<file path="config.mk">
export PLATFORM = sky130hd
export DESIGN_NAME = mhpq_ram
export DESIGN_NICKNAME = d
export VERILOG_FILES = /design/src/design/mhpq_ram.sv
export SDC_FILE = /design/constraint.sdc
export NUM_CORES = 2
export LEC_CHECK = 0
export BUFFER_PORTS_ARGS = -buffer_cell sky130_fd_sc_hd__buf_2
export CORE_MARGIN = 1.5
export CORE_UTILIZATION = 48
export CTS_BUF_LIST = sky130_fd_sc_hd__clkbuf_4 sky130_fd_sc_hd__clkbuf_8
export DETAILED_ROUTE_END_ITERATION = 10
export PLACE_DENSITY = 0.66
export SETUP_SLACK_MARGIN = 0.15
export SYNTH_ARGS = -nofsm -noshare
export SYNTH_HDL_FRONTEND = slang
export SYNTH_SLANG_ARGS = --single-unit
</file>
<file path="constraint.sdc">
create_clock -name clk -period 3.46 [get_ports clk]
set_input_delay 0.346 -clock clk [delete_from_list [all_inputs] [get_ports clk]]
set_output_delay 0.346 -clock clk [all_outputs]
set_load 0.01 [all_outputs]
</file>
<file path="src/design/mhpq_ram.sv">
// heap store: one write port, two registered read ports
`timescale 1ns / 1ps
module mhpq_ram #(
	parameter int DEPTH = 128,
	parameter int WIDTH = 32
) (
	input  logic                     clk,
	input  logic                     we,
	input  logic [$clog2(DEPTH)-1:0] waddr,
	input  logic [WIDTH-1:0]         wdata,
	input  logic [$clog2(DEPTH)-1:0] raddr_a,
	input  logic [$clog2(DEPTH)-1:0] raddr_b,
	output logic [WIDTH-1:0]         rdata_a,
	output logic [WIDTH-1:0]         rdata_b
);

	logic [WIDTH-1:0] mem [DEPTH];

	// write port
	always_ff @(posedge clk) begin
		if (we) begin
			mem[waddr] <= wdata;
		end
	end

	// read ports, registered
	always_ff @(posedge clk) begin
		rdata_a <= mem[raddr_a];
		rdata_b <= mem[raddr_b];
	end

endmodule

</file>
==> impl_metrics.json <==
{
  "status": "finished, final reports clean",
  "gr-total-overflow": 0,
  "cts_max_path_buffers": 4,
  "cts_max_level": 6,
  "drc": 0,
  "p_seq_frac": 0.516,
  "drt-pass1-iter-count": 5,
  "startpoint": "rdata_a[10]$_DFF_P_",
  "p_sw_frac": 0.238,
  "max_freq_ghz": 0.327,
  "pwr_density_cell_nw_per_um2": 501,
  "die_width_um": 630,
  "endpoint_kind": "output port",
  "cts_root_buf": "clkbuf_8",
  "placed_cells_incl_taps": 13100,
  "hpwl_mm": 362,
  "synth_ff_type": "edfxtp_1",
  "hold_class": "input pin to flop",
  "setup.worst_path.start_class": "flop",
  "netlist_top_cells_count": "edfxtp_1 (4,096), mux4_2 (2,688), clkbuf_1 (365)",
  "cts_tree": "done",
  "finalClockSkew_ps": 57.3,
  "p_clk_frac": 0.397,
  "synth_edf_count": 4096,
  "yosys_warnings": 0,
  "ys_seq_elements": 4160,
  "numCtsBuffers": 670,
  "pwr-share-comb": 0.088,
  "p_leak_uw": 0.0675,
  "wl_met1_mm": 209,
  "track_usage": 0.303,
  "max_cap_viol_count": 0,
  "power.internal_uw": 83200,
  "stdcell_count": 14500,
  "crit_type": "flop to output port",
  "cts.sinks": 4160,
  "min-delay-start": "raddr_b[5]",
  "worstPathArrival_ps": 2720,
  "wl_per_cell_um": 41.3,
  "post-route-min-period_ps": 3060,
  "tightest_slew_ps": 1370,
  "num_rows": 230,
  "synthArstFlopShare": 0,
  "yosys.cell_count.top_type": "edfxtp_1",
  "clkLatencyLatePin_ps": 1280,
  "yosysTopAreaCell": "edfxtp_1",
  "antenna_found_initial": 76,
  "crit_chain": "buf_2",
  "slowest_stage": "dfxtp_1",
  "synth_nets": 7756,
  "die_y_um": 630,
  "slew_viol_final": 0,
  "initial_core_util": 0.482,
  "finalWorstSetupSlack_ps": 398,
  "grt_max_degree": 129,
  "multi_input_area_um2": 62900,
  "path_buf_inv": 1,
  "cp_top_family": "flip-flops",
  "gp_congestion": 0.856,
  "slew_headroom": 0.0866,
  "clk_pin_slew_worst_paths_ps": 60,
  "die-area_um2": 397000,
  "wl_met3_mm": 71.9,
  "netlist_area_um2": 189000,
  "vias_per_cell": 7.01,
  "grt_pass1_wl_mm": 831,
  "ioPinCount": 119,
  "yosysUniqueCellTypes": 17,
  "wl_mm": 601,
  "cp.required_ps": 3110,
  "pre_cts_ws_ps": -129,
  "cp_max_fo": 16,
  "io_buffer_count": 118,
  "ant_nets": 0,
  "core_um2": 392000,
  "hold_viol": 0,
  "critPathMaxStageDelay_ps": 1160,
  "vdd_drop_max_uv": 450,
  "fin_nets": 8688,
  "fillerInstances": 28500,
  "yosysSeqAreaShare": 0.658,
  "min_period_over_period": 0.885,
  "setup_violations": 0,
  "met2_length_mm": 290,
  "cts_setup_buffers": 0,
  "grt_pass1_vias": 104000,
  "drive_gt1_frac": 0.521,
  "dr.max_layer_used": "met5",
  "yosys.area.top_type_share": 0.652,
  "finalPower_uw": 109000,
  "regArea_um2": 124000,
  "rsz0062_at_grt": "no",
  "worstReg2RegStart": "mem[77][6]$_DFFE_PP_",
  "postSynthCellCount": 7701,
  "finalCoreUtilization": 0.557,
  "drtIter0Drc": 16100,
  "areaGrowthSynthToFinish_pct": 15.6,
  "avgSynthCellArea_um2": 24.5,
  "vias": 102000,
  "synth_area_leaders": "edfxtp_1 (65%), mux4_2 (32%), clkbuf_1 (0.73%)",
  "power.switching_uw": 26000
}
-- state kept, by name (all words and copies together) (netlist names) --
register and cells:
mem 4096, rdata_a 32, rdata_b 32
-- layout by cell type, fill, tap and decap left out, types with 7 or more instances in the layout --
master and count:
nor2_4 119, clkbuf_8 717, nor2b_1 7, dfxtp_1 64, nand2_1 14, buf_12 316
inv_8 13, clkinv_2 69, inv_6 11, diode_2 164, clkinv_1 136, edfxtp_1 4096
mux4_2 2688, clkinvlp_4 12, buf_4 430, clkbuf_4 208, buf_2 73, bufinv_16 22
dlygate4sd3_1 52, nand3_1 12, mux2_2 64, clkinv_8 7
-- worst min-delay path, stage by stage --
cell	delay (ps)
buf_2	100
buf_4	440
mux2_2	390
-- cells by family after synthesis --
logic type             after synthesis  share of synthesized area
buffers and inverters              619                     0.0134
DFF                               4160                      0.658
and+or+nand+nor                    170                    0.00369
muxes                             2752                      0.325
-- what timing repair did --
action                     CTS  global route
hold endpoints to repair  4391             0
hold buffers                52             0
gates resized for setup      0             0
-- routing by layer --
metal / up-vias / global-route usage
met1: 55700 / 0.394
li1: 37500 / -
met2: 7359 / 0.478
met3: 1373 / 0.0809
met4: 24 / 0.151
met5: - / 0
-- path summary, 6_finish.rpt --
path / depth (start not counted) / end / slack [ps]
worst min-delay path: 3 / rdata_b[11]$_DFF_P_ / 70
worst max-delay path: 1 / rdata_a[10] / 400
worst max register to register: 5 / rdata_a[6]$_DFF_P_ / 620
worst min register to register: 4 / rdata_a[25]$_DFF_P_ / 1130
-- power by group through the flow --
stage          clock, µW  combinational (µW)  sequential (µW)
4_1_cts            43700                9530            56300
2_1_floorplan          0                5250            56900
3_3_place_gp           0                9320            57300
5_1_grt            45800                9940            56300
6_report           43300                9600            56300
3_5_place_dp           0                9440            57300
-- through the flow --
step                setup TNS [ps]  hold WS, ps  instance area (µm²)
floorplan                   -10800          445               189000
global placement              -249          744               204000
detailed placement            -261          739               204000
CTS                              0        0.623               218000
global route                     0         37.7               218000
finish                           0         69.0               218000
-- final cells by class --
type / instances / share of cell area
flip-flops and latches: 4160 / 0.570
repair buffers: 879 / 0.0484
clock buffers: 925 / 0.0524
multi-input cells: 2922 / 0.288
well taps: 5220 / 0.0299
clock inverters: 275 / 0.00937
diodes: 164 / 0.00188
No activity file was read; power rests on OpenSTA's default activity.
